$ cat src/design/rde_pkg.sv
// Package for the radix digit emitter: widths, radix limits, state codes,
// the divider status struct and the digit-to-ASCII mapping.
// No dependencies.
package rde_pkg;

  localparam int VALUE_BITS = 31;
  localparam int IDX_W      = $clog2(VALUE_BITS);
  localparam int BITCNT_W   = $clog2(VALUE_BITS);
  localparam int DIGIT_W    = 4;
  localparam int RADIX_W    = 5;
  localparam int CHAR_W     = 7;

  localparam logic [RADIX_W-1:0]  RADIX_MIN   = RADIX_W'(2);
  localparam logic [RADIX_W-1:0]  RADIX_MAX   = RADIX_W'(16);
  localparam logic [RADIX_W-1:0]  RADIX_RESET = RADIX_W'(10);
  localparam logic [IDX_W-1:0]    LAST_IDX    = IDX_W'(VALUE_BITS - 1);
  localparam logic [BITCNT_W-1:0] LAST_BIT    = BITCNT_W'(VALUE_BITS - 1);

  localparam logic [CHAR_W-1:0] CHAR_ZERO  = CHAR_W'(48);  // '0'
  localparam logic [CHAR_W-1:0] CHAR_ALPHA = CHAR_W'(87);  // 'a' minus ten

  typedef enum logic [1:0] {
    ST_IDLE,
    ST_DIV,
    ST_READ,
    ST_SHOW
  } state_e;

  // Status of the serial divider after one step.
  typedef struct packed {
    logic               done;     // last quotient bit produced this cycle
    logic               nonzero;  // quotient of the finished division is not zero
    logic [DIGIT_W-1:0] digit;    // remainder of the finished division
  } div_status_t;

  // Lower-case hexadecimal character for one digit.
  function automatic logic [CHAR_W-1:0] digit_to_char(input logic [DIGIT_W-1:0] d);
    logic [CHAR_W-1:0] ext;
    ext = CHAR_W'(d);
    if (d < DIGIT_W'(10)) begin
      return CHAR_ZERO + ext;
    end else begin
      return CHAR_ALPHA + ext;
    end
  endfunction

endpackage

$ cat src/design/rde_divider.sv
// Bit-serial restoring divider of the radix digit emitter: one quotient bit
// per cycle while run_i is high, the quotient shifts back into the value register in place.
// Depends on rde_pkg.
module rde_divider import rde_pkg::*; (
  input  logic                  clk_i,
  input  logic                  rst_ni,
  input  logic                  load_i,
  input  logic [VALUE_BITS-1:0] value_i,
  input  logic                  run_i,
  input  logic [RADIX_W-1:0]    radix_i,
  output div_status_t           status_o
);

  logic [VALUE_BITS-1:0] val_q, val_d;
  logic [DIGIT_W-1:0]    rem_q, rem_d;
  logic [BITCNT_W-1:0]   bit_q, bit_d;
  logic                  nz_q, nz_d;

  logic [RADIX_W-1:0]    partial;
  logic [RADIX_W-1:0]    diff;
  logic                  qbit;
  logic [DIGIT_W-1:0]    rem_next;
  logic                  last_bit;

  assign partial  = {rem_q, val_q[VALUE_BITS-1]};
  assign qbit     = (partial >= radix_i);
  assign diff     = partial - radix_i;
  assign rem_next = qbit ? diff[DIGIT_W-1:0] : partial[DIGIT_W-1:0];
  assign last_bit = (bit_q == LAST_BIT);

  always_comb begin
    val_d = val_q;
    rem_d = rem_q;
    bit_d = bit_q;
    nz_d  = nz_q;
    if (load_i) begin
      val_d = value_i;
      rem_d = '0;
      bit_d = '0;
      nz_d  = 1'b0;
    end else if (run_i) begin
      val_d = {val_q[VALUE_BITS-2:0], qbit};
      if (last_bit) begin
        // Restart on the quotient just formed.
        rem_d = '0;
        bit_d = '0;
        nz_d  = 1'b0;
      end else begin
        rem_d = rem_next;
        bit_d = bit_q + BITCNT_W'(1);
        nz_d  = nz_q | qbit;
      end
    end
  end

  always_ff @(posedge clk_i or negedge rst_ni) begin
    if (!rst_ni) begin
      bit_q <= '0;
      nz_q  <= 1'b0;
    end else begin
      bit_q <= bit_d;
      nz_q  <= nz_d;
    end
  end

  always_ff @(posedge clk_i) begin
    val_q <= val_d;
    rem_q <= rem_d;
  end

  assign status_o.done    = run_i & last_bit;
  assign status_o.nonzero = nz_q | qbit;
  assign status_o.digit   = rem_next;

endmodule

$ cat src/design/rde_digit_ram.sv
// Digit store of the radix digit emitter: one write port, one read port
// with registered read data. Depends on rde_pkg.
module rde_digit_ram import rde_pkg::*; (
  input  logic               clk_i,
  input  logic               wr_en_i,
  input  logic [IDX_W-1:0]   wr_addr_i,
  input  logic [DIGIT_W-1:0] wr_data_i,
  input  logic               rd_en_i,
  input  logic [IDX_W-1:0]   rd_addr_i,
  output logic [DIGIT_W-1:0] rd_data_o
);

  logic [DIGIT_W-1:0] mem_q [2**IDX_W];
  logic [DIGIT_W-1:0] rd_data_q;

  always_ff @(posedge clk_i) begin
    if (wr_en_i) begin
      mem_q[wr_addr_i] <= wr_data_i;
    end
    if (rd_en_i) begin
      rd_data_q <= mem_q[rd_addr_i];
    end
  end

  assign rd_data_o = rd_data_q;

endmodule

$ cat src/design/radix_digit_emitter.sv
// Converts a non-negative integer to lower-case ASCII digits in the base held
// in the radix register (2 to 16, out-of-range writes saturate, reset 10),
// most significant digit first, with last_o marking the final digit; zero
// gives a single '0'. One item is handled at a time. A bit-serial divider
// forms the digits least significant first, and each digit is then read from
// the digit store and shown; output stalls hold a shown digit until taken.
// Depends on rde_pkg, rde_divider and rde_digit_ram.
module radix_digit_emitter import rde_pkg::*; (
  input  logic                  clk_i,
  input  logic                  rst_ni,
  input  logic                  in_valid_i,
  output logic                  in_stall_o,
  input  logic [VALUE_BITS-1:0] value_i,
  output logic                  out_valid_o,
  input  logic                  out_stall_i,
  output logic [CHAR_W-1:0]     digit_char_o,
  output logic                  last_o,
  input  logic                  cfg_valid_i,
  output logic                  cfg_ready_o,
  input  logic [RADIX_W-1:0]    cfg_radix_i
);

  state_e             state_q, state_d;
  logic [IDX_W-1:0]   idx_q, idx_d;
  logic [RADIX_W-1:0] radix_q, radix_d;

  logic               in_accept;
  logic               div_run;
  div_status_t        div_status;
  logic               wr_en;
  logic               rd_en;
  logic [DIGIT_W-1:0] rd_data;

  assign in_accept = in_valid_i & ~in_stall_o;

  rde_divider u_divider (
    .clk_i   (clk_i),
    .rst_ni  (rst_ni),
    .load_i  (in_accept),
    .value_i (value_i),
    .run_i   (div_run),
    .radix_i (radix_q),
    .status_o(div_status)
  );

  rde_digit_ram u_digit_ram (
    .clk_i    (clk_i),
    .wr_en_i  (wr_en),
    .wr_addr_i(idx_q),
    .wr_data_i(div_status.digit),
    .rd_en_i  (rd_en),
    .rd_addr_i(idx_q),
    .rd_data_o(rd_data)
  );

  always_comb begin
    radix_d = radix_q;
    if (cfg_valid_i && cfg_ready_o) begin
      if (cfg_radix_i < RADIX_MIN) begin
        radix_d = RADIX_MIN;
      end else if (cfg_radix_i > RADIX_MAX) begin
        radix_d = RADIX_MAX;
      end else begin
        radix_d = cfg_radix_i;
      end
    end
  end

  always_comb begin
    state_d     = state_q;
    idx_d       = idx_q;
    div_run     = 1'b0;
    wr_en       = 1'b0;
    rd_en       = 1'b0;
    out_valid_o = 1'b0;
    in_stall_o  = 1'b1;
    cfg_ready_o = 1'b0;
    unique case (state_q)
      ST_IDLE: begin
        in_stall_o  = 1'b0;
        cfg_ready_o = 1'b1;
        if (in_valid_i) begin
          idx_d   = '0;
          state_d = ST_DIV;
        end
      end
      ST_DIV: begin
        div_run = 1'b1;
        if (div_status.done) begin
          wr_en = 1'b1;
          // Stop once the quotient is zero or the store is full; idx then
          // points at the most significant digit.
          if (!div_status.nonzero || idx_q == LAST_IDX) begin
            state_d = ST_READ;
          end else begin
            idx_d = idx_q + IDX_W'(1);
          end
        end
      end
      ST_READ: begin
        rd_en   = 1'b1;
        state_d = ST_SHOW;
      end
      ST_SHOW: begin
        out_valid_o = 1'b1;
        if (!out_stall_i) begin
          if (idx_q == '0) begin
            state_d = ST_IDLE;
          end else begin
            idx_d   = idx_q - IDX_W'(1);
            state_d = ST_READ;
          end
        end
      end
      default: state_d = ST_IDLE;
    endcase
  end

  always_ff @(posedge clk_i or negedge rst_ni) begin
    if (!rst_ni) begin
      state_q <= ST_IDLE;
      idx_q   <= '0;
      radix_q <= RADIX_RESET;
    end else begin
      state_q <= state_d;
      idx_q   <= idx_d;
      radix_q <= radix_d;
    end
  end

  assign digit_char_o = digit_to_char(rd_data);
  assign last_o       = (idx_q == '0);

  // No new word is taken while a digit is on offer.
  a_no_input_while_showing: assert property (
    @(posedge clk_i) disable iff (!rst_ni)
    out_valid_o |-> in_stall_o
  ) else $error("input accepted while a digit is shown");

  // An accepted word starts a division at once, with no digit shown yet.
  a_accept_starts_division: assert property (
    @(posedge clk_i) disable iff (!rst_ni)
    in_accept |=> (in_stall_o && !out_valid_o && !cfg_ready_o)
  ) else $error("accepted word did not start a division");

  // The stored radix always stays within two to sixteen.
  a_radix_in_range: assert property (
    @(posedge clk_i) disable iff (!rst_ni)
    (radix_q >= RADIX_MIN) && (radix_q <= RADIX_MAX)
  ) else $error("radix register out of range");

  // Once the last digit is taken, the block is idle again with no digit shown.
  a_last_ends_run: assert property (
    @(posedge clk_i) disable iff (!rst_ni)
    (out_valid_o && !out_stall_i && last_o) |=> !out_valid_o && !in_stall_o
  ) else $error("run did not end after the last digit");

endmodule

$ cat config.mk
export PLATFORM = sky130hd
export DESIGN_NAME = radix_digit_emitter
export DESIGN_NICKNAME = d
export VERILOG_FILES = /design/src/design/rde_pkg.sv /design/src/design/rde_divider.sv /design/src/design/rde_digit_ram.sv /design/src/design/radix_digit_emitter.sv
export SDC_FILE = /design/constraint.sdc
export NUM_CORES = 1
export LEC_CHECK = 0
export BUFFER_PORTS_ARGS = -buffer_cell sky130_fd_sc_hd__buf_4
export CORE_UTILIZATION = 45
export DETAILED_ROUTE_END_ITERATION = 6
export PLACE_DENSITY = 0.72
export SLEW_MARGIN = 20
export SYNTH_ARGS = -nofsm -noshare
export SYNTH_HDL_FRONTEND = slang
export SYNTH_SLANG_ARGS = --single-unit
$ cat constraint.sdc
create_clock -name clk_i -period 3.15 [get_ports clk_i]
set_input_delay 0.315 -clock clk_i [delete_from_list [all_inputs] [get_ports clk_i]]
set_output_delay 0.315 -clock clk_i [all_outputs]
set_load 0.02 [all_outputs]
==> run summary, run 1 <==
Status: complete, no violations
DRT iter0 DRCs: 495
WS Path Type: reg2reg
Drc violations: 0
Busiest metal layer after global routing: met2
Synth Instances: 505
Antenna violations before repair: 0
Reg2Reg Setup Slack: 520 ps
Dominant cells by area after synthesis: edfxtp_1 61%, mux4_2 9.0%, dfrtp_1 5.0%, mux2_2 4.8%, nor2_1 2.1%
I/O Buffers: 50
TNS Setup: 0 ps
Num ports: 52
Max Cap Violations: 0
Hold Path End: radix_q[1]
Synth Flop Type: edfxtp_1
Via count: 4531
Yosys reg bits: 185
First-pass GRT wire length: 24800 microns
Clock skew: 12.7 ps
Final setup viols: 0
Peak supply drop: 0.642 mV
Post-layout minimum cycle time: 2630 ps
Final Max Slew Viols: 0
Area Overhead vs Synth: 15.3%
Worst-path clk slew: 60 ps
Leakage: 0.00317 uW
Final net count: 613
R2R Path End: u_divider.rem_q[3]
Post-synth EDFFs: 163
Final Hold Viols: 0
Final period util: 83.6%
Share of the core filled with cells: 53.2%
Clk_lat worst skew: 430 ps
Grt ovf: 0
Die H: 135 microns
Ys async rst share: 9.73%
Share of the synthesized area in the top cell type: 61.1%
Detailed Place HPWL: 10200 microns
Synth Net Count: 559
Mean Syn Cell Area: 15.9 sq um
Global routing met2 resource utilization: 29.5%
Routed WL per cell: 19.5 microns
Routability cong.: 0.828
DIE WIDTH: 135 microns
PwrDens: 1030 nW/um^2
Row count: 48
WP data required: 3520 ps
Hold Worst Slack: 54.8 ps
Hold Startpoint: cfg_radix_i[4]
Critical path launch point type: flip-flop
Tot GR Track Use: 18.4%
Most frequent cells after synthesis: 163 x edfxtp_1, 44 x nor2_1, 34 x mux2_2
RSZ-0062 raised after global routing: false
Crit. End Element: flip-flop
Worst rel slew slack: 43.1%
Hold Crit Depth: 2
Die Area: 18300 sq um
Seq/Total Area, Yosys: 67.8%
CTS Buf Count: 17
Netlist cell types: 52
Worst EP arrival: 3010 ps
Clk sinks: 185
Worst-margin pin slew: 853 ps
Final Routed Wirelength: 15500 microns
Core Box Area: 17400 sq um
Reg2Reg Depth: 8
Vias in the first global route: 4602
M3 GR Usage: 4.45%
DR pass1 iterations: 5
Grt met1 use: 24.5%
H-tree levels: 4
Achievable Freq: 380 MHz
Via-per-instance ratio: 5.69
Share of post-route cells with drive strength above 1: 28.7%
Top-count cell post-synth: edfxtp_1
Ys Warns: 0
Starting Density: 46.1%
CTS root buf: clkbuf_16
Yosys top cell by area: edfxtp_1
Pin count of the biggest net entering global routing: 43
Worst hold path class: in2reg
CTS tree: done
Detail Route Antenna Nets: 0
PostCTS Resize Cnt: 0
Buffer depth of the longest clock path: 2
Synth Cell Area: 8010 sq um
Critical Path Fanout Max: 17
Antenna diode count: 0
Critical R2R Launch: radix_q[1]
==> worst max-delay path by stage <==
stage,start,end,slack [ps],cells after the start
final,radix_q[1],u_divider.rem_q[3],520,8
after floorplan,radix_q[1],u_digit_ram.mem_q[0][0],430,7
after CTS,radix_q[1],u_divider.rem_q[3],500,8
after global placement,radix_q[1],u_digit_ram.mem_q[16][2],660,6
after detailed placement,radix_q[1],u_divider.rem_q[3],570,8
after global routing,radix_q[1],u_divider.rem_q[3],310,8
==> final cells by class <==
| type | count | area [sq um] |
|---|---|---|
| clock buffers | 18 | 429 |
| clock inverters | 13 | 145 |
| fillers | 1358 | 8120 |
| inverters | 22 | 82.6 |
| multi-input cells | 274 | 2410 |
| flip-flops and latches | 185 | 5430 |
| well taps | 225 | 282 |
| repair buffers | 59 | 458 |
==> metal layers <==
layer	up-vias	part of all wire, %
li1	2063	-
met1	2256	43
met2	184	49
met3	28	6.2
met4	0	1.7
met5	-	0
==> timing repair <==
action | CTS | global route
setup buffers | 0 | 0
hold buffers | 1 | 0
endpoints found under the hold margin | 18 | 0
==> per-stage QoR <==
step,total power [uW],instances,setup WS (ps),instance area (sq um)
5_1_grt,10100,796,310,9230
3_3_place_gp,7360,764,660,8650
6_report,9540,796,515,9230
3_5_place_dp,7510,764,570,8650
4_1_cts,9610,796,501,9230
2_1_floorplan,6410,505,430,8010
==> logic make-up after synthesis <==
| group | count (synthesis) | synth area share (%) |
|---|---|---|
| compound gates | 74 | 6.45 |
| xor+xnor | 4 | 0.438 |
| fa+ha+maj | 13 | 2.22 |
| buf+inv | 46 | 2.34 |
| flops | 185 | 67.8 |
| mux | 67 | 13.9 |
| other cells | 1 | 0.0468 |
| simple gates | 115 | 6.81 |
==> power breakdown <==
group          switching, uW  internal, uW  total, uW
sequential               319          3820       4140
clock                    900          1170       2070
combinational           2030          1300       3330
==> cell usage in the layout, fill, tap and decap left out, types with 4 or more instances in the layout <==
| cell type | Yosys | routed |
|---|---|---|
| a21o_1 | 4 | 4 |
| a21oi_1 | 6 | 6 |
| a22o_1 | 4 | 4 |
| a22oi_1 | 8 | 8 |
| and2_1 | 5 | 5 |
| buf_4 | 1 | 57 |
| clkbuf_16 | 0 | 17 |
| dfrtp_1 | 16 | 15 |
| dfxtp_1 | 4 | 4 |
| edfxtp_1 | 163 | 163 |
| ha_1 | 11 | 11 |
| inv_1 | 22 | 22 |
| mux2_2 | 34 | 34 |
| mux4_2 | 32 | 32 |
| nand2_1 | 27 | 27 |
| nand2b_1 | 5 | 5 |
| nand3_1 | 10 | 10 |
| nand3b_1 | 4 | 4 |
| nand4_1 | 4 | 4 |
| nor2_1 | 44 | 43 |
| nor2b_1 | 4 | 4 |
| nor3b_1 | 4 | 4 |
| o2111ai_1 | 5 | 5 |
| o211ai_1 | 7 | 7 |
| o21a_1 | 4 | 4 |
| o21ai_0 | 17 | 17 |
==> state kept, by name, indices dropped and copies added (netlist names) <==
register and count:
idx_q 5, radix_q 5, state_q 2, u_digit_ram.mem_q 128, u_digit_ram.rd_data_o 4, u_divider.bit_q 5, u_divider.nz_q 1, u_divider.rem_q 4
u_divider.val_q 31
==> worst max-delay path, stage by stage, from the launching register on <==
cell,delay (ps)
dfstp_2,530
inv_1,70
ha_1,300
nor2b_1,140
o21ai_0,180
a21boi_0,170
o31ai_4,700
buf_4,350
a22o_1,140
No activity file was read; power rests on OpenSTA's default activity.
==> run 2, diff against run 1 <==
==> constraint.sdc (replaced) <==
create_clock -name clk_i -period 2.1 [get_ports clk_i]
set_input_delay 0.21 -clock clk_i [delete_from_list [all_inputs] [get_ports clk_i]]
set_output_delay 0.21 -clock clk_i [all_outputs]
set_load 0.02 [all_outputs]
==> run 2 against run 1 <==
  * Sequential cell count stayed put
  * Highest routed layer unchanged
  * Critical path type unchanged
  * Non-clock buffer count is 55 higher
  * Maximum frequency is 26% higher
  * Final cell count up 7.9%
  * Register-to-register slack worse by 510 ps
  * Utilization rose by 4.6 points
  * Total power grew 74%
  * Die area stayed put
  * Clock power grew 51%
==> run summary, run 2 (same netlist as run 1, synthesis figures left out) <==
Achievable Freq: 478 MHz (+26%)
Critical path launch point type: flip-flop
Share of total power in the clock network: 18.8% (-2.9 points)
Vias in the first global route: 4903 (+6.5%)
Hold Startpoint: cfg_radix_i[3]
Top Registers: u_digit_ram.mem_q: 128 flops, u_divider.val_q: 31 flops
I/O Buffers: 50 (unchanged)
Worst-path clk slew: 70 ps (about the same)
Worst-margin pin slew: 658 ps (-196 ps)
Total design power: 16600 uW (+74%)
Sw Ratio: 35.1% (+1.0 points)
Largest register FFs: 128 (unchanged)
H-tree levels: 4 (unchanged)
Clk sinks: 185 (unchanged)
Setup WS post-layout: 9.39 ps (-506 ps)
Die H: 135 microns (unchanged)
Starting Density: 46.1% (unchanged)
Leakage: 0.00353 uW (+12%)
PwrDens: 1650 nW/um^2 (+60%)
Die Area: 18300 sq um (unchanged)
Grt ovf: 0 (unchanged)
Most frequent cells in the layout: 163 x edfxtp_1, 103 x buf_4, 33 x mux2_2, 32 x mux4_2, 27 x nor2_1
Reg2Reg Depth: 6 (-2)
Peak supply drop: 1.02 mV (+59%)
Critical Path Fanout Max: 16 (-1)
Tot GR Track Use: 20.0% (+1.6 points)
Commonest non-fill, non-tap cell in the layout: edfxtp_1
Worst hold path class: in2reg
NetSw: 5820 uW (+79%)
Buffer depth of the longest clock path: 2 (unchanged)
Via count: 4829 (+6.6%)
Detailed Place HPWL: 10800 microns (+5.9%)
CTS tree: done
CTS Buf Count: 17 (unchanged)
Via-per-instance ratio: 5.62 (-1.2%)
Max Cap Violations: 0 (unchanged)
Clock skew: 7.81 ps (-4.85 ps)
Reg2Reg Setup Slack: 9 ps (-510 ps)
Dpl cell area: 9120 sq um (+5.4%)
FF+latch area: 5430 sq um (unchanged)
R2R Path End: u_digit_ram.mem_q[15][1]
Final Cell Area: 10000 sq um (+8.6%)
Final Max Slew Viols: 0 (unchanged)
Clk_lat worst skew: 430 ps (about the same)
Share of post-route cells with drive strength above 1: 41.2% (+12 points)
Row count: 48 (unchanged)
Drc violations: 0 (unchanged)
First-pass GRT wire length: 26800 microns (+8.1%)
Routed WL per cell: 20.6 microns (+5.7%)
WP data required: 2250 ps (-1270 ps)
# fillers: 1293 (-4.8%)
DRT iter0 DRCs: 337 (-32%)
Num ports: 52 (unchanged)
Worst EP arrival: 2240 ps (-770 ps)
Seq pwr share: 36.2% (-7.2 points)
Antenna violations before repair: 0 (unchanged)
Hold Crit Depth: 3 (+1)
Worst rel slew slack: 56.1% (+13 points)
Crit. End Element: flip-flop
DIE WIDTH: 135 microns (unchanged)
Final net count: 675 (+10%)
DR pass1 iterations: 7 (+2)
Detail Route Antenna Nets: 0 (unchanged)
Pin count of the biggest net entering global routing: 33 (-23%)
Hold Path End: radix_q[3]
Antenna diode count: 0 (unchanged)
RSZ-0062 raised after global routing: true
CTS root buf: clkbuf_16
Area Overhead vs Synth: 25.2%
Largest Register: u_digit_ram.mem_q
Final period util: 99.6% (+16 points)
Combinational share of power: 45.0% (+10 points)
Worst slack, placed: -253 ps (-823 ps)
Final Routed Wirelength: 17700 microns (+14%)
Status: complete, no violations
WS Path Type: reg2reg
Final Hold Viols: 0 (unchanged)
Multi-input gate area: 2700 sq um (+12%)
Int Power: 10800 uW (+71%)
Critical R2R Launch: radix_q[1]
Post-layout minimum cycle time: 2090 ps (-544 ps)
Routability cong.: 0.864 (+4.3%)
Final setup viols: 0 (unchanged)
Core Box Area: 17400 sq um (unchanged)
## run 2: cell types whose count changed in the layout (fill, tap and decap cells not counted), moves of 5 or more
cell    change
buf_12      +5
mux2_4      +7
buf_4      +46
nor2_2     +14
nor2_1     -16
## run 2: area by class of cell
type | count | share of cell area [%]
Inverter | 22 | 0.824
Clock buffer | 18 | 4.28
Multi-Input combinational cell | 281 | 26.9
Tap cell | 225 | 2.81
Clock inverter | 14 | 1.52
Timing Repair Buffer | 114 | 9.48
Sequential cell | 185 | 54.1
## run 2: timing repair
| item | in CTS | in global routing |
|---|---|---|
| pin swaps | 5 | 6 |
| cloned | 4 | 3 |
| hold endpoints to repair | 19 | 0 |
| buffers inserted | 5 | 0 |
| gates resized for setup | 12 | 30 |
| hold buffers | 2 | 0 |
| setup endpoints to repair | 101 | 222 |
## run 2: worst max-delay path by stage
stage,endpoint,cells after the start,start,slack (ps)
floorplan,idx_q[4],9,state_q[0],-10
global route,u_digit_ram.mem_q[21][1],7,u_divider.bit_q[0],-70
detailed placement,u_digit_ram.mem_q[16][0],7,radix_q[1],-250
finish,u_digit_ram.mem_q[15][1],6,radix_q[1],9
global placement,u_digit_ram.mem_q[16][0],7,radix_q[1],-100
CTS,u_divider.rem_q[2],6,radix_q[1],-50
## run 2: worst max-delay path: stages (launching register included)
cell and delay [ps]:
dfstp_2 550, inv_2 50, ha_4 270, a31oi_4 100
o21ai_4 230, buf_8 190, mux2_4 400
## run 2: power by group through the flow
stage               Sequential (uW)  Combinational (uW)  Clock [uW]
finish                         6000                7470        3120
floorplan                      5990                3860           0
global placement               6050                5700           0
CTS                            6010                6940        3150
global route                   6050                7970        3290
detailed placement             6090                6030           0
## run 2: metal layers
metal	global-route usage, %	wire length, microns	vias to the layer above
li1	-	-	2206
met1	25.9	7340	2421
met2	33.3	9060	167
met3	3.89	901	35
met4	8.05	418	0
met5	0	0	-
## run 2: per-stage QoR
step	hold slack (ps)	setup TNS (ps)	util, %	std cells
6_report	16.4	0	57.8	859
5_1_grt	22.4	-3750	57.8	859
2_1_floorplan	-85.6	-11.3	-	505
4_1_cts	10.4	-501	56.9	856
3_3_place_gp	94.1	-3210	52.5	813
3_5_place_dp	103	-13830	52.5	813
